--- config.mk ---
export PLATFORM = sky130hd
export DESIGN_NAME = rssi_proximity_indicator_core
export DESIGN_NICKNAME = d
export VERILOG_FILES = /design/src/rtl/rpi_pkg.sv /design/src/rtl/rpi_strength.sv /design/src/rtl/rpi_track.sv /design/src/rtl/rssi_proximity_indicator_core.sv
export SDC_FILE = /design/constraint.sdc
export NUM_CORES = 1
export LEC_CHECK = 0
export BUFFER_PORTS_ARGS = -buffer_cell sky130_fd_sc_hd__buf_2
export CAP_MARGIN = 5
export CORE_MARGIN = 2
export CORE_UTILIZATION = 60
export CTS_CLUSTER_SIZE = 28
export DETAILED_ROUTE_END_ITERATION = 8
export GPL_TIMING_DRIVEN = 0
export PLACE_DENSITY = 0.86
export SLEW_MARGIN = 20
export SYNTH_ARGS = -nofsm -noshare
export SYNTH_HDL_FRONTEND = slang
export SYNTH_SLANG_ARGS = --single-unit
--- constraint.sdc ---
create_clock -name clk -period 15.5 [get_ports clk]
set_input_delay 2.325 -clock clk [delete_from_list [all_inputs] [get_ports clk]]
set_output_delay 2.325 -clock clk [all_outputs]
set_load 0.01 [all_outputs]
--- src/rtl/rpi_pkg.sv ---
// Shared types and constants of the RSSI proximity indicator.
package rpi_pkg;

    localparam int PCT_W  = 7;
    localparam int FREQ_W = 11;
    localparam int CNT_W  = 4;
    localparam int ADDR_W = 3;
    localparam int DATA_W = 32;

    localparam int RSSI_FLOOR_DBM = -110;
    localparam int RSSI_CEIL_DBM  = -30;
    localparam logic [PCT_W-1:0] PCT_FULL = 7'd100;
    localparam logic [FREQ_W-1:0] TONE_BASE_HZ = 11'd200;
    localparam logic [FREQ_W-1:0] TONE_STEP_HZ = 11'd18;
    localparam logic [CNT_W-1:0] COUNT_MAX = 4'd15;
    localparam int TREND_STEP = 3;
    localparam int HEAT_HOT  = 20;
    localparam int HEAT_WARM = 12;
    localparam int HEAT_NEAR = 6;

    localparam logic OP_READING    = 1'b0;
    localparam logic OP_PEAK_RESET = 1'b1;

    localparam logic REG_AUDIO_ENABLE  = 1'b0;
    localparam logic REG_BASELINE_WAIT = 1'b1;

    localparam logic [CNT_W-1:0] BASELINE_WAIT_RESET = 4'd5;

    localparam logic [1:0] TREND_STEADY = 2'd0;
    localparam logic [1:0] TREND_UP     = 2'd1;
    localparam logic [1:0] TREND_DOWN   = 2'd2;

    localparam logic [2:0] HEAT_CALIBRATING = 3'd0;
    localparam logic [2:0] HEAT_COLD_CLASS  = 3'd1;
    localparam logic [2:0] HEAT_COOL_CLASS  = 3'd2;
    localparam logic [2:0] HEAT_NEAR_CLASS  = 3'd3;
    localparam logic [2:0] HEAT_WARM_CLASS  = 3'd4;
    localparam logic [2:0] HEAT_HOT_CLASS   = 3'd5;

    localparam logic [1:0] COLOR_GREY   = 2'd0;
    localparam logic [1:0] COLOR_GREEN  = 2'd1;
    localparam logic [1:0] COLOR_YELLOW = 2'd2;
    localparam logic [1:0] COLOR_RED    = 2'd3;

    localparam logic [1:0] BAR_BLANK = 2'd0;
    localparam logic [1:0] BAR_LOW   = 2'd1;
    localparam logic [1:0] BAR_MID   = 2'd2;
    localparam logic [1:0] BAR_TALL  = 2'd3;

    localparam logic [CNT_W-1:0] BEEP_EVERY_1  = 4'd1;
    localparam logic [CNT_W-1:0] BEEP_EVERY_2  = 4'd2;
    localparam logic [CNT_W-1:0] BEEP_EVERY_5  = 4'd5;
    localparam logic [CNT_W-1:0] BEEP_EVERY_10 = 4'd10;

    typedef struct packed {
        logic             audio_enable;
        logic [CNT_W-1:0] baseline_wait;
    } rpi_cfg_t;

    typedef struct packed {
        logic [PCT_W-1:0]  pct;
        logic [1:0]        color;
        logic [1:0]        bar;
        logic [FREQ_W-1:0] tone;
    } rpi_strength_t;

    typedef struct packed {
        logic [PCT_W-1:0]  strength_pct;
        logic [1:0]        trend;
        logic [2:0]        heat_class;
        logic [1:0]        color_class;
        logic [1:0]        bar_level;
        logic              beep_fire;
        logic [FREQ_W-1:0] beep_freq_hz;
    } rpi_result_t;

endpackage

--- src/rtl/rpi_strength.sv ---
// Maps a reading to strength percent, color class, bar level and beep tone.
module rpi_strength
    import rpi_pkg::*;
#(
    parameter int RSSI_BITS = 8
)
(
    input  logic signed [RSSI_BITS-1:0] rssi,
    output rpi_strength_t               strength
);

    logic signed [RSSI_BITS:0] offset;
    logic [PCT_W-1:0]          span;
    logic [8:0]                scaled;
    logic [PCT_W-1:0]          pct;

    // Inside the window the offset is 1..79, and offset*100/80 is offset*5/4.
    assign offset = {rssi[RSSI_BITS-1], rssi} - (RSSI_BITS+1)'(RSSI_FLOOR_DBM);
    assign span   = offset[PCT_W-1:0];
    assign scaled = 9'(span) * 9'd5;

    always_comb
    begin
        if (rssi <= RSSI_FLOOR_DBM)
        begin
            pct = '0;
        end
        else if (rssi >= RSSI_CEIL_DBM)
        begin
            pct = PCT_FULL;
        end
        else
        begin
            pct = scaled[8:2];
        end
    end

    always_comb
    begin
        strength.pct  = pct;
        strength.tone = TONE_BASE_HZ + FREQ_W'(pct) * TONE_STEP_HZ;
        if (pct >= 7'd75)
        begin
            strength.color = COLOR_RED;
        end
        else if (pct >= 7'd50)
        begin
            strength.color = COLOR_YELLOW;
        end
        else if (pct >= 7'd25)
        begin
            strength.color = COLOR_GREEN;
        end
        else
        begin
            strength.color = COLOR_GREY;
        end
        if (pct >= 7'd67)
        begin
            strength.bar = BAR_TALL;
        end
        else if (pct >= 7'd34)
        begin
            strength.bar = BAR_MID;
        end
        else if (pct >= 7'd10)
        begin
            strength.bar = BAR_LOW;
        end
        else
        begin
            strength.bar = BAR_BLANK;
        end
    end

endmodule

--- src/rtl/rpi_track.sv ---
// Tracking state (readings, peak, baseline, counters) and the per-beat result.
module rpi_track
    import rpi_pkg::*;
#(
    parameter int RSSI_BITS = 8
)
(
    input  logic                        clk,
    input  logic                        rst_n,
    input  logic                        step,
    input  logic                        operation,
    input  logic signed [RSSI_BITS-1:0] rssi,
    input  rpi_cfg_t                    cfg,
    output rpi_result_t                 result,
    output logic signed [RSSI_BITS-1:0] peak
);

    logic signed [RSSI_BITS-1:0] previous_reg, previous_next;
    logic signed [RSSI_BITS-1:0] current_reg, current_next;
    logic signed [RSSI_BITS-1:0] peak_reg, peak_next;
    logic signed [RSSI_BITS-1:0] baseline_reg, baseline_next;
    logic                        baseline_valid_reg, baseline_valid_next;
    logic [CNT_W-1:0]            count_reg, count_next;
    logic [CNT_W-1:0]            beep_reg, beep_next;
    logic [CNT_W-1:0]            beep_inc;
    logic [CNT_W-1:0]            interval;
    logic                        fire;
    logic signed [RSSI_BITS:0]   delta;
    logic signed [RSSI_BITS:0]   above;
    rpi_strength_t               strength;

    rpi_strength #(
        .RSSI_BITS (RSSI_BITS)
    ) u_strength (
        .rssi     (current_next),
        .strength (strength)
    );

    always_comb
    begin
        previous_next       = previous_reg;
        current_next        = current_reg;
        peak_next           = peak_reg;
        baseline_next       = baseline_reg;
        baseline_valid_next = baseline_valid_reg;
        count_next          = count_reg;
        if (operation == OP_PEAK_RESET)
        begin
            peak_next           = current_reg;
            baseline_valid_next = 1'b0;
        end
        else
        begin
            previous_next = current_reg;
            current_next  = rssi;
            if (count_reg < COUNT_MAX)
            begin
                count_next = count_reg + 1'b1;
            end
            if (!baseline_valid_reg && count_next >= cfg.baseline_wait)
            begin
                baseline_next       = rssi;
                baseline_valid_next = 1'b1;
            end
            if (rssi > peak_reg)
            begin
                peak_next = rssi;
            end
        end
    end

    always_comb
    begin
        if (strength.pct >= 7'd80)
        begin
            interval = BEEP_EVERY_1;
        end
        else if (strength.pct >= 7'd50)
        begin
            interval = BEEP_EVERY_2;
        end
        else if (strength.pct >= 7'd20)
        begin
            interval = BEEP_EVERY_5;
        end
        else
        begin
            interval = BEEP_EVERY_10;
        end
        beep_inc  = beep_reg + 1'b1;
        beep_next = beep_reg;
        fire      = 1'b0;
        if (operation == OP_READING && cfg.audio_enable && baseline_valid_next)
        begin
            beep_next = beep_inc;
            if (beep_inc >= interval)
            begin
                beep_next = '0;
                fire      = 1'b1;
            end
        end
    end

    assign delta = {current_next[RSSI_BITS-1], current_next}
                 - {previous_next[RSSI_BITS-1], previous_next};
    assign above = {current_next[RSSI_BITS-1], current_next}
                 - {baseline_next[RSSI_BITS-1], baseline_next};

    always_comb
    begin
        result.strength_pct = strength.pct;
        result.color_class  = strength.color;
        result.bar_level    = strength.bar;
        result.beep_fire    = fire;
        result.beep_freq_hz = fire ? strength.tone : '0;
        if (delta > TREND_STEP)
        begin
            result.trend = TREND_UP;
        end
        else if (delta < -TREND_STEP)
        begin
            result.trend = TREND_DOWN;
        end
        else
        begin
            result.trend = TREND_STEADY;
        end
        if (!baseline_valid_next)
        begin
            result.heat_class = HEAT_CALIBRATING;
        end
        else if (above >= HEAT_HOT)
        begin
            result.heat_class = HEAT_HOT_CLASS;
        end
        else if (above >= HEAT_WARM)
        begin
            result.heat_class = HEAT_WARM_CLASS;
        end
        else if (above >= HEAT_NEAR)
        begin
            result.heat_class = HEAT_NEAR_CLASS;
        end
        else if (above >= 0)
        begin
            result.heat_class = HEAT_COOL_CLASS;
        end
        else
        begin
            result.heat_class = HEAT_COLD_CLASS;
        end
    end

    assign peak = peak_next;

    always_ff @(posedge clk or negedge rst_n)
    begin
        if (!rst_n)
        begin
            previous_reg       <= '0;
            current_reg        <= '0;
            peak_reg           <= {1'b1, {(RSSI_BITS-1){1'b0}}};
            baseline_reg       <= '0;
            baseline_valid_reg <= 1'b0;
            count_reg          <= '0;
            beep_reg           <= '0;
        end
        else if (step)
        begin
            previous_reg       <= previous_next;
            current_reg        <= current_next;
            peak_reg           <= peak_next;
            baseline_reg       <= baseline_next;
            baseline_valid_reg <= baseline_valid_next;
            count_reg          <= count_next;
            beep_reg           <= beep_next;
        end
    end

endmodule

--- src/rtl/rssi_proximity_indicator_core.sv ---
// Top level of the RSSI proximity indicator: input and result registers, config port.
//
//  Channel  | Handshake              | Beat contents
//  ---------+------------------------+-----------------------------------------------
//  in       | in_valid / in_stall    | operation, rssi_dbm
//  out      | out_valid / out_stall  | strength_pct, peak_dbm, trend, heat_class,
//           |                        | color_class, bar_level, beep_fire, beep_freq_hz
//  config   | APB write, pready high | audio_enable at 0x0, baseline_wait at 0x4
//
// A beat accepted at the input waits in the input register, then moves on to the result register.
// One beat is taken every cycle when the output is not stalled.
// The tracking state updates as a beat moves from the input register to the result register.
// A stall on the output while out_valid is high holds the result register, and the input
// stalls in the same cycle whenever the input register also holds a beat.
// Reset clears all tracking state; the peak resets to the most negative reading.
module rssi_proximity_indicator_core
    import rpi_pkg::*;
#(
    parameter int RSSI_BITS = 8
)
(
    input  logic                        clk,
    input  logic                        rst_n,
    input  logic                        psel,
    input  logic                        penable,
    input  logic                        pwrite,
    input  logic [ADDR_W-1:0]           paddr,
    input  logic [DATA_W-1:0]           pwdata,
    output logic [DATA_W-1:0]           prdata,
    output logic                        pready,
    input  logic                        in_valid,
    output logic                        in_stall,
    input  logic                        operation,
    input  logic signed [RSSI_BITS-1:0] rssi_dbm,
    output logic                        out_valid,
    input  logic                        out_stall,
    output logic [PCT_W-1:0]            strength_pct,
    output logic signed [RSSI_BITS-1:0] peak_dbm,
    output logic [1:0]                  trend,
    output logic [2:0]                  heat_class,
    output logic [1:0]                  color_class,
    output logic [1:0]                  bar_level,
    output logic                        beep_fire,
    output logic [FREQ_W-1:0]           beep_freq_hz
);

    rpi_cfg_t                    cfg_reg;
    logic                        in_valid_reg;
    logic                        operation_reg;
    logic signed [RSSI_BITS-1:0] rssi_reg;
    logic                        out_valid_reg;
    rpi_result_t                 result_reg;
    logic signed [RSSI_BITS-1:0] peak_reg;
    rpi_result_t                 result;
    logic signed [RSSI_BITS-1:0] peak;
    logic                        advance;
    logic                        step;

    assign pready   = 1'b1;
    assign advance  = !out_valid_reg || !out_stall;
    assign step     = in_valid_reg && advance;
    assign in_stall = in_valid_reg && !advance;

    always_ff @(posedge clk or negedge rst_n)
    begin
        if (!rst_n)
        begin
            cfg_reg.audio_enable  <= 1'b0;
            cfg_reg.baseline_wait <= BASELINE_WAIT_RESET;
        end
        else if (psel && penable && pwrite)
        begin
            case (paddr[2])
                REG_AUDIO_ENABLE:  cfg_reg.audio_enable  <= pwdata[0];
                REG_BASELINE_WAIT: cfg_reg.baseline_wait <= pwdata[CNT_W-1:0];
                default:           cfg_reg <= cfg_reg;
            endcase
        end
    end

    always_comb
    begin
        case (paddr[2])
            REG_AUDIO_ENABLE:  prdata = DATA_W'(cfg_reg.audio_enable);
            REG_BASELINE_WAIT: prdata = DATA_W'(cfg_reg.baseline_wait);
            default:           prdata = '0;
        endcase
    end

    rpi_track #(
        .RSSI_BITS (RSSI_BITS)
    ) u_track (
        .clk       (clk),
        .rst_n     (rst_n),
        .step      (step),
        .operation (operation_reg),
        .rssi      (rssi_reg),
        .cfg       (cfg_reg),
        .result    (result),
        .peak      (peak)
    );

    always_ff @(posedge clk or negedge rst_n)
    begin
        if (!rst_n)
        begin
            in_valid_reg  <= 1'b0;
            out_valid_reg <= 1'b0;
        end
        else
        begin
            if (!in_stall)
            begin
                in_valid_reg <= in_valid;
            end
            if (advance)
            begin
                out_valid_reg <= in_valid_reg;
            end
        end
    end

    always_ff @(posedge clk)
    begin
        if (in_valid && !in_stall)
        begin
            operation_reg <= operation;
            rssi_reg      <= rssi_dbm;
        end
        if (step)
        begin
            result_reg <= result;
            peak_reg   <= peak;
        end
    end

    assign out_valid    = out_valid_reg;
    assign strength_pct = result_reg.strength_pct;
    assign peak_dbm     = peak_reg;
    assign trend        = result_reg.trend;
    assign heat_class   = result_reg.heat_class;
    assign color_class  = result_reg.color_class;
    assign bar_level    = result_reg.bar_level;
    assign beep_fire    = result_reg.beep_fire;
    assign beep_freq_hz = result_reg.beep_freq_hz;

endmodule

Word-level counts from Yosys, hierarchy flattened
Cells that the tools add are included.
{"block": "op_classes", "mul": 2, "div_mod_pow": 0, "n_shift": 0, "n_mux": 28, "reduce_logical": 21, "n_addsub": 6, "order_cmp": 20, "bitwise": 3, "n_eq_ne": 0}
{"operator": "$pmux 32 s2", "n": 1}
{"operator": "$mux 8", "n": 6}
{"operator": "$mux 4", "n": 6}
{"operator": "$ge 7x7->1 const B", "n": 3}
{"operator": "$sub 8x8->9", "n": 2}
{"operator": "$ge 7x5->1 const B", "n": 2}
{"operator": "$ge 7x6->1 const B", "n": 2}
{"operator": "$mux 7", "n": 2}
{"operator": "$add 8x11->11 const A", "n": 1}
{"operator": "$mul 7x4->10 const B", "n": 1}
{"operator": "$ge 9x1->1 const B", "n": 1}
{"operator": "$ge 9x4->1 const B", "n": 1}
{"operator": "$ge 9x5->1 const B", "n": 1}
{"operator": "$ge 9x6->1 const B", "n": 1}
{"operator": "$gt 9x3->1 const B", "n": 1}
{"operator": "$lt 9x3->1 const B", "n": 1}
{"operator": "$mul 7x3->9 const B", "n": 1}
{"operator": "$mux 3", "n": 3}
{"operator": "$add 4x1->4 const B", "n": 2}
{"operator": "$ge 4x4->1", "n": 2}
{"operator": "$ge 8x6->1 const B", "n": 1}
{"operator": "$gt 8x8->1", "n": 1}
{"operator": "$le 8x8->1 const B", "n": 1}
{"operator": "$logic_and 1x1->1", "n": 8}
{"operator": "11 further kinds", "n": 29}
{"block": "totals", "inputBits": 51, "ramBits": 0, "output_inout_bits": 71, "latchBits": 0, "mem_count": 0, "rom_bits": 0, "register_bits": 93}

Longest topological paths before layout
Gate-level depths: netlist (run 1).
{"block": "logic_depth", "depth_word": 13, "mapped_depth": 24, "ltp_nobuf": 22}

Hierarchy
Synthesis (run 1) repeated with hierarchy kept, for this count alone.
{"block": "unflattened", "hier_cells": 670, "hier_area_um2": 6570.1}
{"mod": "rpi_track", "seq_area_each_um2": 1027.2, "cells_per_inst": 416, "area_per_inst_um2": 3544.6, "n_inst": 1}
{"mod": "rssi_proximity_indicator_core", "seq_area_each_um2": 1529.0, "cells_per_inst": 100, "area_per_inst_um2": 1901.8, "n_inst": 1}
{"mod": "rpi_strength", "seq_area_each_um2": 0.0, "cells_per_inst": 154, "area_per_inst_um2": 1123.6, "n_inst": 1}

Worst setup path after synthesis (run 1)
Ideal clock, no wire load.
{"block": "synth_timing", "path_kind": "register -> register", "from": "reg operation_reg", "to": "reg result_reg (netlist bit beep_freq_hz[10]) (data pin)", "stages_incl_launch_ff": 24, "path_slack_ns": 9.860, "period_less_slack_ns": 5.640, "setup_time_ns": 0.265, "t_required_ns": 15.235, "arrival_ns": 5.375, "path_cell_list": "edfxtp_1 > buf_4 > buf_4 > clkbuf_1 > mux2i_1 > ha_1 > xnor2_1 > ha_1 > ha_1 > inv_1 > fa_1 > nand2b_1 > a21oi_1 > xor2_1 > o21ba_2 > ha_1 > ha_1 > a21o_1 > a21o_1 > a21oi_1 > nor2_1 > a2111oi_2 > xnor2_1 > nor2_1"}
{"item": "from (decl)", "line_no": "rssi_proximity_indicator_core.sv:49", "text": "logic operation_reg;"}
{"item": "from (signal assigned)", "line_no": "rssi_proximity_indicator_core.sv:127", "text": "operation_reg <= operation;"}
{"item": "to (signal assigned)", "line_no": "rssi_proximity_indicator_core.sv:132", "text": "result_reg <= result;"}
{"item": "to (decl)", "line_no": "rssi_proximity_indicator_core.sv:52", "text": "rpi_result_t result_reg;"}

==> impl_metrics.py, run 1 <==
metrics = {
    "floorplan": {
        "initial_core_util": 0.607,
        "die_y_um": 106,
        "die_w_um": 106,
        "dieArea_mm2": 0.0111,
        "core_area_mm2": 0.0102,
        "io_pins": 122,
        "row_count": 37,
    },
    "critical_path": {
        "arrival_ps": 7130,
        "start_kind": "flop",
        "critPathRequiredTime_ps": 15650,
        "rr_endpoint": "beep_freq_hz[4]",
        "criticalPathCategory": "flop to flop",
        "cp_max_fo": 10,
        "r2r.worst_path.cells": 23,
        "r2r_slack_ps": 8520,
        "end_kind": "flop",
        "crit_path_start": "operation_reg",
        "rr_startpoint": "operation_reg",
    },
    "final_layout": {
        "drive_gt1_frac": 0.202,
        "layout_common_cells": "nand2_1 (60), buf_2 (60), ha_1 (55), dfrtp_1 (45), edfxtp_1 (44)",
        "final_area_mm2": 0.00700,
        "syn2layout_area_growth_pct": 13.2,
        "finalNonFillerCells": 869,
        "largest_reg_flops": 10,
        "nets": 838,
        "fin_util": 0.688,
        "antennaDiodeCount": 0,
    },
    "synth": {
        "synth_cell_types": 60,
        "synthCells": 627,
        "synth_seq_cells": 92,
        "yosysWarnings": 0,
        "ys_seq_area_frac": 0.408,
        "syn_area_mm2": 0.00619,
        "synth-edff-count": 44,
        "ys_async_sr_fraction": 0.522,
        "syn_avg_cell_area_um2": 9.87,
        "synth_ff_type": "dfrtp_1",
    },
    "routing": {
        "routed-via-count": 4983,
        "drt_iter0_markers": 468,
        "drc": 0,
        "drt-total-wl_mm": 14.2,
        "vias_per_cell": 5.73,
        "wl_per_cell_um": 16.4,
        "drtAntennaViolNets": 0,
        "first_pass_iters": 5,
    },
    "grt": {
        "track_usage": 0.272,
        "grt_max_degree": 49,
        "grt_pass1_vias": 5067,
        "grt_overflow_total": 0,
        "grt_antenna_before_repair": 0,
        "grt_first_pass_wirelength_mm": 23.9,
    },
    "clock_tree": {
        "cts_hold_buf": 0,
        "clkTransAtPathRegs_ps": 100,
        "ctsResizeCount": 0,
        "htree_levels": 3,
        "cts_root_buffer": "clkbuf_8",
        "clk_path_buf_depth": 2,
        "cts_tree": "done",
        "cts_buffers": 9,
        "cts_setup_buffers": 0,
        "cts_sinks": 92,
        "insertion_delay_ps": 390,
    },
    "worst_hold_path": {
        "min-delay-start": "u_track.previous_reg[5]",
        "hp-class": "flop to flop",
        "hold_end": "u_track.previous_reg[5]",
        "whs_path_depth": 2,
    },
    "outcome": {
        "status": "finished clean",
    },
    "timing": {
        "worst_slew_pin_slew_ps": 994,
        "period_minus_slack_ps": 6980,
        "rsz0062_at_grt": "no",
        "timing.final.crit_share": 0.450,
        "fmax_mhz": 143,
        "drv_slew": 0,
        "whs_ps": 493,
        "fin_ws_ps": 8520,
        "setup_tns_ps": 0,
        "finalHoldViolations": 0,
        "clock_skew_ps": 10.8,
        "maxSlewHeadroom": 0.336,
        "setup_violations": 0,
    },
    "placement": {
        "io_buffers": 61,
        "dpl.cell_count": 853,
        "globalplace.congestion": 0.942,
        "dpl_worst_slack_ps": 8720,
        "dpl_cell_area_mm2": 0.00679,
        "hpwl_mm": 10.7,
    },
    "pwr": {
        "leakagePower_nw": 3.24,
        "powerDensity_mw_per_mm2": 208,
        "power_mw": 1.46,
        "vdd_drop_max_v": 0.000114,
    },
    "job": {
        "maxCapViolCount": 0,
    },
}
## Yosys cell counts, types with 3 or more instances
| library cell | number | area (µm²) |
|---|---|---|
| o21ba_2 | 3 | 30.0 |
| clkbuf_1 | 13 | 48.8 |
| buf_4 | 32 | 240 |
| a211oi_1 | 3 | 22.5 |
| mux2i_1 | 19 | 190 |
| inv_1 | 41 | 154 |
| a21boi_0 | 6 | 45.0 |
| nand2_1 | 60 | 225 |
| nand4_1 | 3 | 18.8 |
| dfrtp_1 | 45 | 1130 |
| o22ai_1 | 15 | 93.8 |
| xor2_1 | 11 | 96.3 |
| edfxtp_1 | 44 | 1320 |
| nor2_1 | 43 | 161 |
| o21ai_0 | 42 | 210 |
| a31oi_1 | 3 | 18.8 |
| xnor2_1 | 14 | 123 |
| ha_1 | 55 | 688 |
| nor2b_1 | 11 | 68.8 |
| nand3_1 | 13 | 65.1 |
| and2_1 | 7 | 43.8 |
| nor3_1 | 15 | 75.1 |
| nand2b_1 | 8 | 50.1 |
| dfstp_2 | 3 | 78.8 |
| fa_1 | 4 | 80.1 |
| o31a_1 | 3 | 26.3 |
| a21o_1 | 13 | 97.6 |
| o21a_1 | 8 | 60.1 |
| mux2_2 | 15 | 169 |
| a21oi_1 | 34 | 170 |
| or2_2 | 3 | 18.8 |
## power by group
group	total [mW]	switching [mW]	internal [mW]	leakage, nW
logic	0.888	0.510	0.378	2.11
registers	0.392	0.0512	0.341	1.02
clock network	0.175	0.0964	0.0788	0.110
## metal layers
metal / GRT usage / routed length [µm]
met5: 0 / 0
met4: 0.130 / 474
met3: 0.0482 / 1020
met2: 0.477 / 7240
met1: 0.323 / 5490
## cells by family (layout without fill, tap and decap cells)
| group | count (synthesis) | after routing | synth area share |
|---|---|---|---|
| buffers and inverters | 87 | 165 | 0.0722 |
| adder cells (fa/ha/maj) | 59 | 59 | 0.124 |
| multiplexers | 35 | 35 | 0.0603 |
| AO/OA/AOI/OAI | 152 | 152 | 0.160 |
| XOR/XNOR | 27 | 27 | 0.0425 |
| AND/OR/NAND/NOR | 173 | 173 | 0.132 |
| flip-flops | 92 | 92 | 0.408 |
| other | 2 | 30 | 0.00121 |
## worst max-delay path, cell delays in order, from the launching register on
cell and delay [ps]:
edfxtp_1 470, buf_4 230, buf_4 190, clkbuf_1 540
mux2i_1 690, ha_1 300, xnor2_1 110, ha_1 320
ha_1 210, inv_1 80, fa_1 400, nand2b_1 160
a21oi_1 190, xor2_1 470, nor2_1 190, a221oi_1 480
ha_1 320, nand2b_1 140, a21o_1 170, a21o_1 190
a21o_1 210, nand3_1 370, inv_1 110, and2_1 180
## area by class of cell
cell class | count | area [µm²]
multi-input cells | 476 | 3320
well taps | 136 | 170
clock inverters | 7 | 90.1
repair buffers | 62 | 328
fillers | 782 | 3180
clock buffers | 9 | 124
inverters | 41 | 154
plain buffers | 46 | 294
flip-flops and latches | 92 | 2530
## worst max-delay path by stage
stage	end	slack (ps)	cells after the start
4_1_cts	beep_freq_hz[4]	8600	23
6_report	beep_freq_hz[4]	8520	23
2_1_floorplan	beep_freq_hz[10]	9860	23
3_5_place_dp	beep_freq_hz[4]	8720	23
3_3_place_gp	beep_freq_hz[4]	8930	23
5_1_grt	beep_freq_hz[4]	8090	23
(Power assumes the default switching activity.)
==> run 2, diff against run 1 <==
--- a/config.mk
+++ b/config.mk
@@ -8,11 +8,11 @@
 export BUFFER_PORTS_ARGS = -buffer_cell sky130_fd_sc_hd__buf_2
 export CAP_MARGIN = 5
 export CORE_MARGIN = 2
-export CORE_UTILIZATION = 60
+export CORE_UTILIZATION = 56
 export CTS_CLUSTER_SIZE = 28
 export DETAILED_ROUTE_END_ITERATION = 8
 export GPL_TIMING_DRIVEN = 0
-export PLACE_DENSITY = 0.86
+export PLACE_DENSITY = 0.81
 export SLEW_MARGIN = 20
 export SYNTH_ARGS = -nofsm -noshare
 export SYNTH_HDL_FRONTEND = slang
==> constraint.sdc (replaced) <==
create_clock -name clk -period 6.5 [get_ports clk]
set_input_delay 0.975 -clock clk [delete_from_list [all_inputs] [get_ports clk]]
set_output_delay 0.975 -clock clk [all_outputs]
set_load 0.01 [all_outputs]
==> run 2 against run 1 <==
Compared with the run above: cell count increased by 0.35%; combinational power increased by 140%; clock-buffer cell count unchanged; via count about the same; wire length decreased by 4.2%; largest cell class unchanged.
==> impl_metrics.py, run 2 (synthesized netlist as in run 1, its figures left out) <==
metrics = {
    "timing": {
        "fmax_mhz": 164,
        "drv_slew": 0,
        "timing.final.crit_share": 0.941,
        "finalHoldViolations": 0,
        "worst_slew_pin_slew_ps": 882,
        "period_minus_slack_ps": 6110,
        "clock_skew_ps": 16.9,
        "setup_tns_ps": 0,
        "setup_violations": 0,
        "maxSlewHeadroom": 0.406,
        "rsz0062_at_grt": "no",
        "whs_ps": 492,
        "fin_ws_ps": 385,
    },
    "floorplan": {
        "io_pins": 122,
        "row_count": 38,
        "core_area_mm2": 0.0108,
        "dieArea_mm2": 0.0119,
        "die_y_um": 109,
        "initial_core_util": 0.573,
        "die_w_um": 109,
    },
    "worst_hold_path": {
        "whs_path_depth": 2,
        "hp-class": "flop to flop",
        "hold_end": "u_track.baseline_reg[1]",
        "min-delay-start": "u_track.baseline_reg[1]",
    },
    "clock_tree": {
        "cts_hold_buf": 0,
        "insertion_delay_ps": 370,
        "clk_path_buf_depth": 2,
        "htree_levels": 3,
        "cts_buffers": 9,
        "cts_setup_buffers": 0,
        "clkTransAtPathRegs_ps": 100,
        "cts_root_buffer": "clkbuf_8",
        "cts_sinks": 92,
        "cts_tree": "done",
    },
    "critical_path": {
        "r2r_slack_ps": 390,
        "criticalPathCategory": "flop to flop",
        "rr_startpoint": "operation_reg",
        "end_kind": "flop",
        "start_kind": "flop",
        "r2r.worst_path.cells": 23,
        "arrival_ps": 6240,
        "crit_path_top_delay_cell": "edfxtp_1",
        "crit_chain": "buf_4 > buf_4 > inv_1 > a21boi_1 > ha_1 > xnor2_1 > ha_1 > ha_1 > inv_1 > fa_1 > nand2b_1 > a21oi_1 > xor2_2 > nor2_1 > a221oi_1 > ha_1 > nand2b_1 > a21o_1 > a21o_1 > a21o_1 > nand3_1 > inv_1 > and2_1",
        "critPathRequiredTime_ps": 6620,
        "max_stage_delay_ps": 460,
        "cp_max_fo": 19,
        "rr_endpoint": "beep_freq_hz[4]",
        "crit_top_cell": "ha_1",
    },
    "placement": {
        "dpl_cell_area_mm2": 0.00679,
        "dpl.cell_count": 857,
        "globalplace.congestion": 0.938,
        "dpl_worst_slack_ps": -222,
        "io_buffers": 61,
        "hpwl_mm": 10.6,
    },
    "final_layout": {
        "num-fill-cells": 855,
        "nets": 837,
        "multi_input_area_mm2": 0.00333,
        "final_area_mm2": 0.00698,
        "syn2layout_area_growth_pct": 12.9,
        "finalNonFillerCells": 872,
        "drive_gt1_frac": 0.205,
        "antennaDiodeCount": 0,
        "final-seq-area_mm2": 0.00253,
        "layout_common_cells": "nand2_1 (60), buf_2 (60), ha_1 (55), dfrtp_1 (45), edfxtp_1 (44)",
        "largest_reg_flops": 10,
        "fin_util": 0.647,
    },
    "routing": {
        "drc": 0,
        "drt-total-wl_mm": 13.6,
        "routed-via-count": 4980,
        "wl_per_cell_um": 15.6,
        "drt_iter0_markers": 415,
        "drtAntennaViolNets": 0,
        "vias_per_cell": 5.71,
        "first_pass_iters": 5,
    },
    "grt": {
        "grt_antenna_before_repair": 0,
        "grt_pass1_vias": 4706,
        "grt_first_pass_wirelength_mm": 21.9,
        "track_usage": 0.239,
        "grt_max_degree": 49,
        "grt_overflow_total": 0,
    },
    "pwr": {
        "leakagePower_nw": 3.22,
        "powerDensity_mw_per_mm2": 485,
        "vdd_drop_max_v": 0.000212,
        "power_mw": 3.39,
    },
    "outcome": {
        "status": "finished clean",
    },
    "job": {
        "maxCapViolCount": 0,
    },
}
## run 2: cell count changes in the layout (fill, tap and decap cells not counted), sizes merged
cell and change:
bufinv -1, clkbuf -1, clkinv +3, inv -2
## run 2: worst max-delay path: cells and delay by family (launching register included)
family / cells / cell delay, ps
AO/OA/AOI/OAI: 6 / 1620
XOR/XNOR: 2 / 450
adder cells (fa/ha/maj): 5 / 1490
buffers and inverters: 5 / 820
flip-flops: 1 / 460
AND/OR/NAND/NOR: 5 / 1000
## run 2: layout make-up
| class | instances | share of cell area |
|---|---|---|
| multi-input combinational | 476 | 0.477 |
| sequential | 92 | 0.362 |
| timing repair buffer | 62 | 0.0469 |
| buffer | 45 | 0.0416 |
| tap | 140 | 0.0251 |
| inverter | 41 | 0.0220 |
| clock buffer | 9 | 0.0177 |
| clock inverter | 7 | 0.00824 |
## run 2: metal layers
metal / routed length [µm] / track usage / vias up
li1: - / - / 2391
met1: 5490 / 0.301 / 2331
met2: 6670 / 0.393 / 217
met3: 947 / 0.0371 / 41
met4: 520 / 0.132 / 0
met5: 0 / 0 / -
## run 2: worst max path at each step
stage / to / depth (start not counted) / startpoint
floorplan: beep_freq_hz[10] / 23 / operation_reg
global placement: beep_freq_hz[4] / 23 / operation_reg
detailed placement: beep_freq_hz[4] / 23 / operation_reg
CTS: beep_freq_hz[4] / 23 / operation_reg
global route: beep_freq_hz[4] / 23 / operation_reg
finish: beep_freq_hz[4] / 23 / operation_reg
## run 2: report_power, final
group | leakage [nW] | switching (mW) | internal [mW] | total (mW)
Sequential | 1.02 | 0.119 | 0.814 | 0.933
Combinational | 2.11 | 1.19 | 0.903 | 2.09
Clock | 0.0946 | 0.221 | 0.145 | 0.366
Total | 3.22 | 1.53 | 1.86 | 3.39
## run 2: what timing repair did
item | 4_1_cts | 5_1_grt
endpoints found under the setup margin | 11 | 11
gates resized for setup | 1 | 3
cloned | 0 | 0
==> run 3, diff against run 2 <==
--- a/config.mk
+++ b/config.mk
@@ -8,11 +8,11 @@
 export BUFFER_PORTS_ARGS = -buffer_cell sky130_fd_sc_hd__buf_2
 export CAP_MARGIN = 5
 export CORE_MARGIN = 2
-export CORE_UTILIZATION = 56
+export CORE_UTILIZATION = 60
 export CTS_CLUSTER_SIZE = 28
 export DETAILED_ROUTE_END_ITERATION = 8
 export GPL_TIMING_DRIVEN = 0
-export PLACE_DENSITY = 0.81
+export PLACE_DENSITY = 0.86
 export SLEW_MARGIN = 20
 export SYNTH_ARGS = -nofsm -noshare
 export SYNTH_HDL_FRONTEND = slang
==> constraint.sdc (replaced) <==
create_clock -name clk -period 7.17 [get_ports clk]
set_input_delay 1.0755 -clock clk [delete_from_list [all_inputs] [get_ports clk]]
set_output_delay 1.0755 -clock clk [all_outputs]
set_load 0.01 [all_outputs]
==> run 3 against run 2 <==
Compared with the run above: non-clock buffer count unchanged; highest routed layer unchanged; clock power increased by 4%; via count increased by 1.1%; clock skew decreased by 7.1 ps; sequential share of layout area decreased by 0.10 points; cell area increased by 0.29%; power decreased by 6.9%; first-iteration DRC count increased by 18%; die area decreased by 6.4%; largest power group unchanged; global-route usage increased by 3.3 points.
==> impl_metrics.py, run 3 (synthesized netlist as in run 1, its figures left out) <==
metrics = {
    "clock_tree": {
        "clkTransAtPathRegs_ps": 100,
        "cts_root_buffer": "clkbuf_8",
        "cts_tree": "done",
        "cts_sinks": 92,
        "cts_hold_buf": 0,
        "cts_buffers": 9,
        "htree_levels": 3,
        "insertion_delay_ps": 380,
        "clk_path_buf_depth": 2,
    },
    "floorplan": {
        "initial_core_util": 0.607,
        "io_pins": 122,
        "die_y_um": 106,
        "row_count": 37,
        "core_area_mm2": 0.0102,
        "die_w_um": 106,
        "dieArea_mm2": 0.0111,
    },
    "critical_path": {
        "crit_path_top_delay_cell": "a21boi_0",
        "end_kind": "flop",
        "critPathTopFamily": "compound AO/OA/AOI/OAI gates",
        "crit_top_cell": "ha_1",
        "crit_chain": "buf_4 > buf_4 > inv_1 > a21boi_0 > ha_1 > xnor2_1 > ha_1 > ha_1 > inv_1 > fa_1 > nand2b_1 > a21oi_1 > xor2_1 > nor2_1 > a221oi_1 > ha_1 > nand2b_1 > a21o_1 > a21o_1 > a21o_1 > nand3_1 > inv_1 > and2_1",
        "cp_max_fo": 19,
        "critPathRequiredTime_ps": 7320,
        "arrival_ps": 6670,
        "criticalPathCategory": "flop to flop",
        "max_stage_delay_ps": 540,
        "start_kind": "flop",
        "crit_buf_inv": 5,
    },
    "grt": {
        "track_usage": 0.272,
        "grt_first_pass_wirelength_mm": 23.9,
        "grt.met2_usage": 0.477,
        "grt_util_met3": 0.0482,
        "busiest_layer": "met2",
        "grt_max_degree": 49,
        "grt_pass1_vias": 5067,
        "grt_antenna_before_repair": 0,
        "grt_util_met1": 0.323,
        "grt_overflow_total": 0,
    },
    "timing": {
        "clock_skew_ps": 9.83,
        "maxSlewHeadroom": 0.341,
        "period_minus_slack_ps": 6520,
        "setup_tns_ps": 0,
        "drv_slew": 0,
        "worst_slew_pin_slew_ps": 986,
        "timing.final.crit_share": 0.910,
        "finalHoldViolations": 0,
        "setup_violations": 0,
        "rsz0062_at_grt": "no",
        "fmax_mhz": 153,
    },
    "pwr": {
        "powerDensity_mw_per_mm2": 450,
        "vdd_drop_max_v": 0.000246,
        "leakagePower_nw": 3.24,
        "power_mw": 3.15,
    },
    "routing": {
        "first_pass_iters": 5,
        "drt_iter0_markers": 489,
        "drtAntennaViolNets": 0,
        "vias_per_cell": 5.80,
        "routed-via-count": 5033,
        "drt-total-wl_mm": 14.3,
        "drc": 0,
        "wl_per_cell_um": 16.4,
    },
    "placement": {
        "hpwl_mm": 10.7,
        "globalplace.congestion": 0.942,
        "io_buffers": 61,
    },
    "final_layout": {
        "antennaDiodeCount": 0,
        "drive_gt1_frac": 0.204,
        "largest_reg_flops": 10,
        "syn2layout_area_growth_pct": 13.2,
        "nets": 837,
        "layout_common_cells": "nand2_1 (60), buf_2 (60), ha_1 (55), dfrtp_1 (45), edfxtp_1 (44)",
    },
    "worst_hold_path": {
        "hp-class": "flop to flop",
    },
    "job": {
        "maxCapViolCount": 0,
    },
    "outcome": {
        "status": "finished clean",
    },
}
run 3: final timing paths:
check	from	end	slack (ps)	cells after the start
setup / recovery	operation_reg	beep_freq_hz[4]	650	23
hold / removal	u_track.baseline_reg[0]	u_track.baseline_reg[0]	490	2
setup reg to reg	operation_reg	beep_freq_hz[4]	650	23
hold reg to reg	u_track.baseline_reg[0]	u_track.baseline_reg[0]	490	2
max in group asynchronous	rst_n	u_track.baseline_reg[1]	6060	1
min in group asynchronous	rst_n	cfg_reg[1]	690	1
run 3: layout make-up:
type | count | area, µm²
clock buffers | 9 | 124
flip-flops and latches | 92 | 2530
well taps | 136 | 170
plain buffers | 45 | 290
repair buffers | 62 | 328
clock inverters | 7 | 90.1
inverters | 41 | 154
fillers | 783 | 3180
multi-input cells | 476 | 3320
run 3: power by group:
part / total, mW / switching, mW / internal [mW]
clock network: 0.380 / 0.209 / 0.170
logic: 1.92 / 1.11 / 0.817
registers: 0.849 / 0.111 / 0.738
total: 3.15 / 1.43 / 1.72
run 3: stage by stage:
| step | hold WS [ps] | instances | utilization | cell area (µm²) | worst slack [ps] |
|---|---|---|---|---|---|
| CTS | 492 | 869 | 0.687 | 7000 | 265 |
| finish | 490 | 868 | 0.688 | 7000 | 647 |
| global placement | 452 | 852 | 0.664 | 6770 | 598 |
| detailed placement | 471 | 853 | 0.666 | 6790 | 391 |
| global route | 520 | 868 | 0.688 | 7000 | 166 |
| floorplan | 440 | 655 | - | 6290 | 1530 |
run 3: worst min-delay path: cells and delay by family (launching register included):
family,cells,cell delay (ps)
DFF,1,360
and+or+nand+nor,2,110
run 3: per-layer routing:
layer  vias up  share of wire
met3        62          0.073
met5         -              0
met4         0          0.037
li1       2373              -
met2       262           0.51
met1      2336           0.38
run 3: what timing repair did:
item	in CTS	in global routing
buffers inserted	0	0
resized for setup	0	1
endpoints found under the setup margin	0	11
